`src/rtl/core/rgbapal_pkg.sv`:
```
// ----------------------------------------------------------------------------
// rgbapal_pkg
// Shared types, codes and a lookup table for the RGBA pack/unpack block.
// ----------------------------------------------------------------------------
package rgbapal_pkg;

   localparam int PALETTE_ENTRIES = 256;
   localparam int PAL_AW          = $clog2(PALETTE_ENTRIES);
   localparam int CSR_AW          = 2;
   localparam int CSR_DW          = 9;

   typedef enum logic [1:0] {
      MODE_WRITE  = 2'd0,
      MODE_PACK   = 2'd1,
      MODE_UNPACK = 2'd2
   } mode_type;

   typedef enum logic [1:0] {
      PIX_INDEXED = 2'd0,
      PIX_4444    = 2'd1,
      PIX_5551    = 2'd2
   } pix_fmt_type;

   typedef enum logic [CSR_AW-1:0] {
      CSR_PIXEL_FORMAT   = 2'd0,
      CSR_PALETTE_FORMAT = 2'd1,
      CSR_PALETTE_COLORS = 2'd2
   } csr_addr_type;

   typedef struct packed {
      logic ok;
      logic unpack;
      logic sel_pal;
      logic fmt5;
   } stage_ctrl_type;

   localparam logic [31:0][7:0] EXPAND5_TABLE = {
      8'd255, 8'd246, 8'd238, 8'd230, 8'd222, 8'd213, 8'd205, 8'd197,
      8'd189, 8'd180, 8'd172, 8'd164, 8'd156, 8'd148, 8'd139, 8'd131,
      8'd123, 8'd115, 8'd106, 8'd98,  8'd90,  8'd82,  8'd74,  8'd65,
      8'd57,  8'd49,  8'd41,  8'd32,  8'd24,  8'd16,  8'd8,   8'd0
   };

   function automatic logic [7:0] expand5(input logic [4:0] x);
      return EXPAND5_TABLE[x];
   endfunction

   function automatic logic [7:0] expand4(input logic [3:0] x);
      return {x, x};
   endfunction

endpackage

```
`src/rtl/core/rgbapal_req_if.sv`:
```
// ----------------------------------------------------------------------------
// rgbapal_req_if
// Input item channel: valid/ready handshake with write, pack and unpack payload.
// ----------------------------------------------------------------------------
interface rgbapal_req_if;
   logic        valid;
   logic        ready;
   logic [1:0]  mode;
   logic [7:0]  entry_index;
   logic [15:0] color_word;
   logic [7:0]  red_in;
   logic [7:0]  green_in;
   logic [7:0]  blue_in;
   logic [7:0]  alpha_in;

   modport source (
      output valid, mode, entry_index, color_word, red_in, green_in, blue_in, alpha_in,
      input  ready
   );
   modport sink (
      input  valid, mode, entry_index, color_word, red_in, green_in, blue_in, alpha_in,
      output ready
   );
endinterface

```
`src/rtl/core/rgbapal_rsp_if.sv`:
```
// ----------------------------------------------------------------------------
// rgbapal_rsp_if
// Result item channel: valid/ready handshake with status, packed and channels.
// ----------------------------------------------------------------------------
interface rgbapal_rsp_if;
   logic        valid;
   logic        ready;
   logic        ok;
   logic [15:0] packed_color;
   logic [7:0]  red_out;
   logic [7:0]  green_out;
   logic [7:0]  blue_out;
   logic [7:0]  alpha_out;

   modport source (
      output valid, ok, packed_color, red_out, green_out, blue_out, alpha_out,
      input  ready
   );
   modport sink (
      input  valid, ok, packed_color, red_out, green_out, blue_out, alpha_out,
      output ready
   );
endinterface

```
`src/rtl/core/rgbapal_csr_if.sv`:
```
// ----------------------------------------------------------------------------
// rgbapal_csr_if
// Register write channel: valid/ready handshake with address and data.
// ----------------------------------------------------------------------------
interface rgbapal_csr_if;
   logic                          valid;
   logic                          ready;
   logic [rgbapal_pkg::CSR_AW-1:0] addr;
   logic [rgbapal_pkg::CSR_DW-1:0] data;

   modport source (
      output valid, addr, data,
      input  ready
   );
   modport sink (
      input  valid, addr, data,
      output ready
   );
endinterface

```
`src/rtl/core/rgba_pixel_pack_unpack_palette.sv`:
```
// ----------------------------------------------------------------------------
// rgba_pixel_pack_unpack_palette
// Converts between 8-bit RGBA channels and 4444/5551 packed pixels, with an
// indexed palette.
// ----------------------------------------------------------------------------
// Takes one item per clock while the output is not stalled. An accepted item is
// registered in the first stage, which holds the decoded item and the palette
// read data, and then in the second, the result register. Throughput is one
// item per clock under that condition; the palette memory takes one write and
// one read per cycle, so it never holds the input. A stalled receiver holds
// the result register, then the first stage, then the input. Palette entries
// must be written (mode 0) before an indexed unpack reads them.
// Register writes are taken at any time, but must be made only while no item
// is in flight.
module rgba_pixel_pack_unpack_palette (
   input  logic         clock,
   input  logic         reset,
   rgbapal_req_if.sink  req_bus,
   rgbapal_rsp_if.source rsp_bus,
   rgbapal_csr_if.sink  csr_bus
);

   logic [1:0] pixel_format_ff, pixel_format_in;
   logic       palette_format_ff, palette_format_in;
   logic [8:0] palette_colors_ff, palette_colors_in;

   logic                         stage_valid_ff, stage_valid_in;
   rgbapal_pkg::stage_ctrl_type  ctrl_ff, ctrl_in;
   logic [15:0]                  packed_ff, packed_in;
   logic [15:0]                  word_ff, word_in;

   logic        rsp_valid_ff, rsp_valid_in;
   logic        rsp_ok_ff, rsp_ok_in;
   logic [15:0] rsp_packed_ff, rsp_packed_in;
   logic [7:0]  rsp_red_ff, rsp_red_in;
   logic [7:0]  rsp_green_ff, rsp_green_in;
   logic [7:0]  rsp_blue_ff, rsp_blue_in;
   logic [7:0]  rsp_alpha_ff, rsp_alpha_in;

   logic        out_free, advance, accept;
   logic        hit_wr, hit_rd, pal_wr;
   logic [15:0] pal_rd_data;
   logic [7:0]  unp_red, unp_green, unp_blue, unp_alpha;

   localparam logic [8:0] ENTRIES_LIMIT = 9'(rgbapal_pkg::PALETTE_ENTRIES);

   // handshake
   assign out_free      = !rsp_valid_ff || rsp_bus.ready;
   assign advance       = stage_valid_ff && out_free;
   assign req_bus.ready = !stage_valid_ff || out_free;
   assign accept        = req_bus.valid && req_bus.ready;
   assign csr_bus.ready = 1'b1;

   // configuration registers
   always_comb begin
      pixel_format_in   = pixel_format_ff;
      palette_format_in = palette_format_ff;
      palette_colors_in = palette_colors_ff;
      if (csr_bus.valid) begin
         case (csr_bus.addr)
            rgbapal_pkg::CSR_PIXEL_FORMAT:   pixel_format_in   = csr_bus.data[1:0];
            rgbapal_pkg::CSR_PALETTE_FORMAT: palette_format_in = csr_bus.data[0];
            rgbapal_pkg::CSR_PALETTE_COLORS: palette_colors_in = csr_bus.data;
            default: ;
         endcase
      end
   end

   always_ff @(posedge clock) begin
      if (reset) begin
         pixel_format_ff   <= rgbapal_pkg::PIX_5551;
         palette_format_ff <= 1'b1;
         palette_colors_ff <= '0;
      end else begin
         pixel_format_ff   <= pixel_format_in;
         palette_format_ff <= palette_format_in;
         palette_colors_ff <= palette_colors_in;
      end
   end

   // decode the item
   assign hit_wr = ({1'b0, req_bus.entry_index} < palette_colors_ff)
                && ({1'b0, req_bus.entry_index} < ENTRIES_LIMIT);
   assign hit_rd = ({1'b0, req_bus.color_word[7:0]} < palette_colors_ff)
                && ({1'b0, req_bus.color_word[7:0]} < ENTRIES_LIMIT);

   always_comb begin
      ctrl_in   = '0;
      packed_in = '0;
      word_in   = req_bus.color_word;
      case (req_bus.mode)
         rgbapal_pkg::MODE_WRITE: begin
            ctrl_in.ok = (pixel_format_ff == rgbapal_pkg::PIX_INDEXED) && hit_wr;
         end
         rgbapal_pkg::MODE_PACK: begin
            case (pixel_format_ff)
               rgbapal_pkg::PIX_4444: begin
                  ctrl_in.ok = 1'b1;
                  packed_in  = {req_bus.alpha_in[7:4], req_bus.blue_in[7:4],
                                req_bus.green_in[7:4], req_bus.red_in[7:4]};
               end
               rgbapal_pkg::PIX_5551: begin
                  ctrl_in.ok = 1'b1;
                  packed_in  = {req_bus.alpha_in[7], req_bus.blue_in[7:3],
                                req_bus.green_in[7:3], req_bus.red_in[7:3]};
               end
               default: ;
            endcase
         end
         rgbapal_pkg::MODE_UNPACK: begin
            ctrl_in.unpack = 1'b1;
            case (pixel_format_ff)
               rgbapal_pkg::PIX_INDEXED: begin
                  ctrl_in.ok      = hit_rd;
                  ctrl_in.sel_pal = 1'b1;
                  ctrl_in.fmt5    = palette_format_ff;
               end
               rgbapal_pkg::PIX_4444: begin
                  ctrl_in.ok = 1'b1;
               end
               rgbapal_pkg::PIX_5551: begin
                  ctrl_in.ok   = 1'b1;
                  ctrl_in.fmt5 = 1'b1;
               end
               default: ;
            endcase
         end
         default: ;
      endcase
   end

   assign pal_wr = accept && (req_bus.mode == rgbapal_pkg::MODE_WRITE) && ctrl_in.ok;

   rgbapal_palette u_palette (
      .clock   (clock),
      .wr_en   (pal_wr),
      .wr_addr (req_bus.entry_index[rgbapal_pkg::PAL_AW-1:0]),
      .wr_data (req_bus.color_word),
      .rd_en   (accept),
      .rd_addr (req_bus.color_word[rgbapal_pkg::PAL_AW-1:0]),
      .rd_data (pal_rd_data)
   );

   // first stage
   assign stage_valid_in = accept ? 1'b1 : (advance ? 1'b0 : stage_valid_ff);

   always_ff @(posedge clock) begin
      if (reset) begin
         stage_valid_ff <= 1'b0;
      end else begin
         stage_valid_ff <= stage_valid_in;
      end
   end

   always_ff @(posedge clock) begin
      if (accept) begin
         ctrl_ff   <= ctrl_in;
         packed_ff <= packed_in;
         word_ff   <= word_in;
      end
   end

   rgbapal_unpack u_unpack (
      .ctrl         (ctrl_ff),
      .pixel_word   (word_ff),
      .palette_word (pal_rd_data),
      .red          (unp_red),
      .green        (unp_green),
      .blue         (unp_blue),
      .alpha        (unp_alpha)
   );

   // result register
   assign rsp_valid_in  = advance ? 1'b1 : (rsp_bus.ready ? 1'b0 : rsp_valid_ff);
   assign rsp_ok_in     = ctrl_ff.ok;
   assign rsp_packed_in = packed_ff;
   assign rsp_red_in    = unp_red;
   assign rsp_green_in  = unp_green;
   assign rsp_blue_in   = unp_blue;
   assign rsp_alpha_in  = unp_alpha;

   always_ff @(posedge clock) begin
      if (reset) begin
         rsp_valid_ff <= 1'b0;
      end else begin
         rsp_valid_ff <= rsp_valid_in;
      end
   end

   always_ff @(posedge clock) begin
      if (advance) begin
         rsp_ok_ff     <= rsp_ok_in;
         rsp_packed_ff <= rsp_packed_in;
         rsp_red_ff    <= rsp_red_in;
         rsp_green_ff  <= rsp_green_in;
         rsp_blue_ff   <= rsp_blue_in;
         rsp_alpha_ff  <= rsp_alpha_in;
      end
   end

   assign rsp_bus.valid        = rsp_valid_ff;
   assign rsp_bus.ok           = rsp_ok_ff;
   assign rsp_bus.packed_color = rsp_packed_ff;
   assign rsp_bus.red_out      = rsp_red_ff;
   assign rsp_bus.green_out    = rsp_green_ff;
   assign rsp_bus.blue_out     = rsp_blue_ff;
   assign rsp_bus.alpha_out    = rsp_alpha_ff;

endmodule

```
`src/rtl/core/rgbapal_palette.sv`:
```
// ----------------------------------------------------------------------------
// rgbapal_palette
// Palette memory: one write port, one read port with registered read data.
// ----------------------------------------------------------------------------
module rgbapal_palette (
   input  logic                           clock,
   input  logic                           wr_en,
   input  logic [rgbapal_pkg::PAL_AW-1:0] wr_addr,
   input  logic [15:0]                    wr_data,
   input  logic                           rd_en,
   input  logic [rgbapal_pkg::PAL_AW-1:0] rd_addr,
   output logic [15:0]                    rd_data
);

   logic [15:0] mem_ff [rgbapal_pkg::PALETTE_ENTRIES];
   logic [15:0] rd_data_ff;

   always_ff @(posedge clock) begin
      if (wr_en) begin
         mem_ff[wr_addr] <= wr_data;
      end
   end

   always_ff @(posedge clock) begin
      if (rd_en) begin
         rd_data_ff <= mem_ff[rd_addr];
      end
   end

   assign rd_data = rd_data_ff;

endmodule

```
`src/rtl/core/rgbapal_unpack.sv`:
```
// ----------------------------------------------------------------------------
// rgbapal_unpack
// Expand a 4444 or 5551 word, from the pixel or the palette, into four 8-bit channels.
// ----------------------------------------------------------------------------
module rgbapal_unpack (
   input  rgbapal_pkg::stage_ctrl_type ctrl,
   input  logic [15:0]                 pixel_word,
   input  logic [15:0]                 palette_word,
   output logic [7:0]                  red,
   output logic [7:0]                  green,
   output logic [7:0]                  blue,
   output logic [7:0]                  alpha
);

   logic [15:0] src;

   always_comb begin
      src   = ctrl.sel_pal ? palette_word : pixel_word;
      red   = '0;
      green = '0;
      blue  = '0;
      alpha = '0;
      if (ctrl.ok && ctrl.unpack) begin
         if (ctrl.fmt5) begin
            red   = rgbapal_pkg::expand5(src[4:0]);
            green = rgbapal_pkg::expand5(src[9:5]);
            blue  = rgbapal_pkg::expand5(src[14:10]);
            alpha = {8{src[15]}};
         end else begin
            red   = rgbapal_pkg::expand4(src[3:0]);
            green = rgbapal_pkg::expand4(src[7:4]);
            blue  = rgbapal_pkg::expand4(src[11:8]);
            alpha = rgbapal_pkg::expand4(src[15:12]);
         end
      end
   end

endmodule

```
`src/flat_wrapper.sv`:
```
// flat-port wrapper written by rule: the top's interface ports become plain ports
module rgba_pixel_pack_unpack_palette_flat 
  (clock, reset, req_bus_valid, req_bus_mode, req_bus_entry_index, req_bus_color_word, req_bus_red_in, req_bus_green_in, req_bus_blue_in, req_bus_alpha_in, req_bus_ready, rsp_bus_valid, rsp_bus_ok, rsp_bus_packed_color, rsp_bus_red_out, rsp_bus_green_out, rsp_bus_blue_out, rsp_bus_alpha_out, rsp_bus_ready, csr_bus_valid, csr_bus_addr, csr_bus_data, csr_bus_ready);
  rgbapal_req_if req_bus_i ();
  rgbapal_rsp_if rsp_bus_i ();
  rgbapal_csr_if csr_bus_i ();
  input  logic clock;
  input  logic reset;
  input wire logic [$bits(req_bus_i.valid)-1:0] req_bus_valid;
  input wire logic [$bits(req_bus_i.mode)-1:0] req_bus_mode;
  input wire logic [$bits(req_bus_i.entry_index)-1:0] req_bus_entry_index;
  input wire logic [$bits(req_bus_i.color_word)-1:0] req_bus_color_word;
  input wire logic [$bits(req_bus_i.red_in)-1:0] req_bus_red_in;
  input wire logic [$bits(req_bus_i.green_in)-1:0] req_bus_green_in;
  input wire logic [$bits(req_bus_i.blue_in)-1:0] req_bus_blue_in;
  input wire logic [$bits(req_bus_i.alpha_in)-1:0] req_bus_alpha_in;
  output wire logic [$bits(req_bus_i.ready)-1:0] req_bus_ready;
  output wire logic [$bits(rsp_bus_i.valid)-1:0] rsp_bus_valid;
  output wire logic [$bits(rsp_bus_i.ok)-1:0] rsp_bus_ok;
  output wire logic [$bits(rsp_bus_i.packed_color)-1:0] rsp_bus_packed_color;
  output wire logic [$bits(rsp_bus_i.red_out)-1:0] rsp_bus_red_out;
  output wire logic [$bits(rsp_bus_i.green_out)-1:0] rsp_bus_green_out;
  output wire logic [$bits(rsp_bus_i.blue_out)-1:0] rsp_bus_blue_out;
  output wire logic [$bits(rsp_bus_i.alpha_out)-1:0] rsp_bus_alpha_out;
  input wire logic [$bits(rsp_bus_i.ready)-1:0] rsp_bus_ready;
  input wire logic [$bits(csr_bus_i.valid)-1:0] csr_bus_valid;
  input wire logic [$bits(csr_bus_i.addr)-1:0] csr_bus_addr;
  input wire logic [$bits(csr_bus_i.data)-1:0] csr_bus_data;
  output wire logic [$bits(csr_bus_i.ready)-1:0] csr_bus_ready;
  assign req_bus_i.valid = req_bus_valid;
  assign req_bus_i.mode = req_bus_mode;
  assign req_bus_i.entry_index = req_bus_entry_index;
  assign req_bus_i.color_word = req_bus_color_word;
  assign req_bus_i.red_in = req_bus_red_in;
  assign req_bus_i.green_in = req_bus_green_in;
  assign req_bus_i.blue_in = req_bus_blue_in;
  assign req_bus_i.alpha_in = req_bus_alpha_in;
  assign req_bus_ready = req_bus_i.ready;
  assign rsp_bus_valid = rsp_bus_i.valid;
  assign rsp_bus_ok = rsp_bus_i.ok;
  assign rsp_bus_packed_color = rsp_bus_i.packed_color;
  assign rsp_bus_red_out = rsp_bus_i.red_out;
  assign rsp_bus_green_out = rsp_bus_i.green_out;
  assign rsp_bus_blue_out = rsp_bus_i.blue_out;
  assign rsp_bus_alpha_out = rsp_bus_i.alpha_out;
  assign rsp_bus_i.ready = rsp_bus_ready;
  assign csr_bus_i.valid = csr_bus_valid;
  assign csr_bus_i.addr = csr_bus_addr;
  assign csr_bus_i.data = csr_bus_data;
  assign csr_bus_ready = csr_bus_i.ready;
  rgba_pixel_pack_unpack_palette u_core (.clock(clock), .reset(reset), .req_bus(req_bus_i), .rsp_bus(rsp_bus_i), .csr_bus(csr_bus_i));
endmodule
```
`config.mk`:
```
export PLATFORM = sky130hd
export DESIGN_NAME = rgba_pixel_pack_unpack_palette_flat
export DESIGN_NICKNAME = d
export VERILOG_FILES = /design/src/rtl/core/rgbapal_pkg.sv /design/src/rtl/core/rgbapal_req_if.sv /design/src/rtl/core/rgbapal_rsp_if.sv /design/src/rtl/core/rgbapal_csr_if.sv /design/src/rtl/core/rgba_pixel_pack_unpack_palette.sv /design/src/rtl/core/rgbapal_palette.sv /design/src/rtl/core/rgbapal_unpack.sv /design/src/flat_wrapper.sv
export SDC_FILE = /design/constraint.sdc
export NUM_CORES = 2
export LEC_CHECK = 0
export BUFFER_PORTS_ARGS = -buffer_cell sky130_fd_sc_hd__buf_2
export CAP_MARGIN = 20
export CELL_PAD_IN_SITES_DETAIL_PLACEMENT = 1
export CELL_PAD_IN_SITES_GLOBAL_PLACEMENT = 1
export CORE_UTILIZATION = 30
export DETAILED_ROUTE_END_ITERATION = 8
export GPL_TIMING_DRIVEN = 0
export PLACE_DENSITY_LB_ADDON = 0.1
export SYNTH_ARGS = -nofsm -noshare
export SYNTH_HDL_FRONTEND = slang
export SYNTH_SLANG_ARGS = --single-unit
export TNS_END_PERCENT = 50
```
`constraint.sdc`:
```
create_clock -name clock -period 8.81 [get_ports clock]
set_input_delay 1.762 -clock clock [delete_from_list [all_inputs] [get_ports clock]]
set_output_delay 1.762 -clock clock [all_outputs]
set_load 0.02 [all_outputs]
```
==> key figures <==
Outcome
  – Status: complete, no violations

Logic synthesis
  – Synthesized Nets: 8116
  – Yosys cell types: 81
  – Yosys top cell by area: edfxtp_1
  – Most numerous cell in the Yosys netlist: edfxtp_1
  – Dominant cells by area after synthesis: edfxtp_1 (76%), mux4_2 (10%), mux2i_1 (2.4%)
  – Post-Synth Simple-Gate Area: 0.02126
  – Commonest cells post-synth: edfxtp_1 (4193), mux4_2 (765), a21oi_1 (445)
  – Xor and xnor fraction of the mapped netlist area: 0
  – Synth Flop Type: edfxtp_1
  – Register area share after synthesis: 0.7607
  – Synth Area in Compound Gates: 0.04836
  – Post-Synth Adder-Cell Area: 0.001478
  – Syn Std Cell Area: 165900 sq um
  – Main combinational cell family by area after synthesis: multiplexers
  – Post-synthesis mux area share: 0.1466
  – EDFF count, synth: 4193
  – Syn_area_per_cell: 20.67 sq um
  – Asr flop ratio synth: 0
  – Synthesized flop and latch total: 4207
  – Share of the synthesized area in the top cell type: 0.7591
  – Post-Syn Instances: 8024
  – Warnings from Yosys: 0

GRT
  – Largest net degree at the start of global routing: 155
  – First-pass GRT wire length: 905000 microns
  – GRT Overall Usage: 0.2438
  – Initial antenna violation count: 77
  – GRT overflow: 0
  – Vias in the first global route: 93400

Floorplan
  – Die width: 745.6 microns
  – Die H: 745.6 microns
  – FP Rows: 272
  – Die Footprint: 555900 sq um
  – Num ports: 126
  – Core Region: 549600 sq um
  – Initial Util: 0.3018

Layout
  – Fraction of layout cells with a size suffix above 1: 0.2719
  – Area growth syn-to-layout: 20.24%
  – Final Util: 0.3629
  – Post-layout net count: 9054
  – FILL cells: 53003

Setup path
  – R2R setup slack: 4.02 ns
  – Critical path type: in -> reg
  – WP data arrival: 8.93 ns
  – Crit path max fanout: 107
  – CP Launch Type: input port
  – CP Capture Type: flop
  – Worst Path Required: 9.64 ns

Clock tree
  – CTS root buffer: clkbuf_16
  – Cts bufs inserted: 465
  – CTS resizes: 0
  – Clk slew on worst S/H paths: 0.06 ns
  – # hold bufs at CTS: 0
  – CTS Buffer Depth: 4
  – Clock latency on the worst-skew pair: 1.07 ns
  – CTS tree: built
  – Post-CTS Setup Bufs: 0
  – CTS sink cnt: 4207
  – CTS HTree Levels: 5

Pwr
  – Highest ir drop seen on vdd: 0.1746 mV
  – P per Cell Area: 220.7 nW/um^2
  – Static leakage: 61.77 nW

Timing
  – Tcrit/Tclk final: 0.9201
  – Count of pins over their slew limit: 0
  – RSZ-0062 raised after global routing: false
  – Endpoints failing setup: 0
  – Final Hold Fails: 0
  – Highest clock rate: 123.4 MHz
  – Fin Clk Skew: 0.07508 ns
  – Slew @ Worst Pin: 1.375 ns
  – Relative slew slack: 0.08306
  – TNS Setup: 0 ns
  – Fin crit period: 8.106 ns
  – Final Worst Setup Slack: 0.7043 ns

Placed design
  – Gpl congestion: 0.9526
  – Buffers on Ports: 111
  – Dpl hpwl: 490800 microns
  – Post-Place Setup Slack: -0.1433 ns

Routing
  – Drt pass-1 iters: 6
  – DR WL/cell: 41.84 microns
  – Vias after detailed routing: 91623
  – Final WL: 695100 microns
  – Initial DRC Count: 11190
  – Detail Route Antenna Nets: 0
  – DRC: 0
  – Vias per cell: 5.514

Min path
  – Min-delay worst type: reg -> reg

Flow run
  – Maximum Capacitance Violations: 0
## path summary, 6_finish.rpt
check / startpoint / endpoint / cells past startpoint
setup / recovery: req_bus_color_word[1] / u_core.u_palette.rd_data[10] / 12
setup reg to reg: u_core.stage_valid_ff / u_core.u_palette.mem_ff[180][3] / 9
hold reg to reg: u_core.packed_ff[11] / u_core.rsp_bus.packed_color[11] / 0
hold / removal: u_core.packed_ff[11] / u_core.rsp_bus.packed_color[11] / 0
## critical path, cell delays in order
cell and delay (ns):
buf_8 0.26, buf_16 0.28, buf_4 0.46, buf_2 0.87
buf_2 0.66, buf_2 0.87, buf_2 0.98, mux4_2 0.46
nor3_1 0.12, a2111oi_2 1.02, nand4b_1 0.49, nor2_1 0.42
## where the power goes
group / leakage [nW] / internal (mW) / total, mW / switching, mW
Sequential: 37.9 / 22.1 / 22.1 / 0.0133
Clock: 7.10 / 10.6 / 18.9 / 8.32
Combinational: 16.8 / 0.835 / 3.02 / 2.18
## layout make-up
| type | instances | area [sq um] | share of cell area |
|---|---|---|---|
| sequential | 4207 | 126200 | 0.6327 |
| timing repair buffer | 471 | 7092 | 0.03556 |
| inverter | 16 | 60.06 | 0.0003011 |
| buffer | 542 | 3571 | 0.01790 |
| multi-input combinational | 3259 | 38900 | 0.1950 |
| antenna | 11 | 27.53 | 0.0001380 |
| clock buffer | 571 | 12120 | 0.06076 |
| tap | 7261 | 9085 | 0.04555 |
| clock inverter | 278 | 2412 | 0.01209 |
## metrics by stage
step	instances	hold WS (ns)	total power [mW]	cell area, sq um
after detailed placement	15739	0.4063	25.50	184700
after CTS	16588	0.4206	44.37	199200
after global placement	15396	0.4008	25.34	175500
after floorplan	8024	0.4003	23.66	165900
after global routing	16606	0.4289	45.08	199400
final	16616	0.4152	44.03	199500
## routing by layer
layer	vias to the layer above	global-route usage	share of wire
met4	26	0.1098	0.054
met5	-	0	0.00032
met3	1023	0.03989	0.064
li1	35922	-	-
met1	50857	0.3240	0.41
met2	3795	0.3937	0.47
## layout by cell type, fill, tap and decap left out, types with 131 or more instances in the layout
master        n
clkbuf_16   469
a22oi_1     152
nand3_1     142
nor2_1      131
clkbuf_1    333
buf_8       153
o221ai_1    134
mux4_2      765
a21oi_1     188
a21oi_4     218
buf_12      166
mux2i_1     396
buf_2       202
edfxtp_1   4193
nand2_1     210
## state kept, by name (all words and copies together), names as in the netlist
name / count
u_core.stage_valid_ff: 1
u_core.rsp_ok_in: 1
u_core.rsp_bus.red_out: 8
u_core.ctrl_ff: 3
u_core.rsp_bus.packed_color: 16
u_core.word_ff: 16
u_core.palette_colors_ff: 9
u_core.u_palette.mem_ff: 4096
u_core.rsp_bus.alpha_out: 4
u_core.rsp_bus.green_out: 8
u_core.rsp_bus.valid: 1
u_core.rsp_bus.ok: 1
u_core.pixel_format_ff: 2
u_core.packed_ff: 16
u_core.u_palette.rd_data: 16
u_core.rsp_bus.blue_out: 8
u_core.palette_format_ff: 1
## cells by family (layout without fill, tap and decap cells)
logic type | after synthesis | count (layout)
flip-flops | 4207 | 4207
multiplexers | 1326 | 1326
AO/OA/AOI/OAI | 1185 | 1185
AND/OR/NAND/NOR | 727 | 727
buffers and inverters | 558 | 1878
adder cells (fa/ha/maj) | 20 | 20
other | 1 | 12
(Power assumes the default switching activity.)
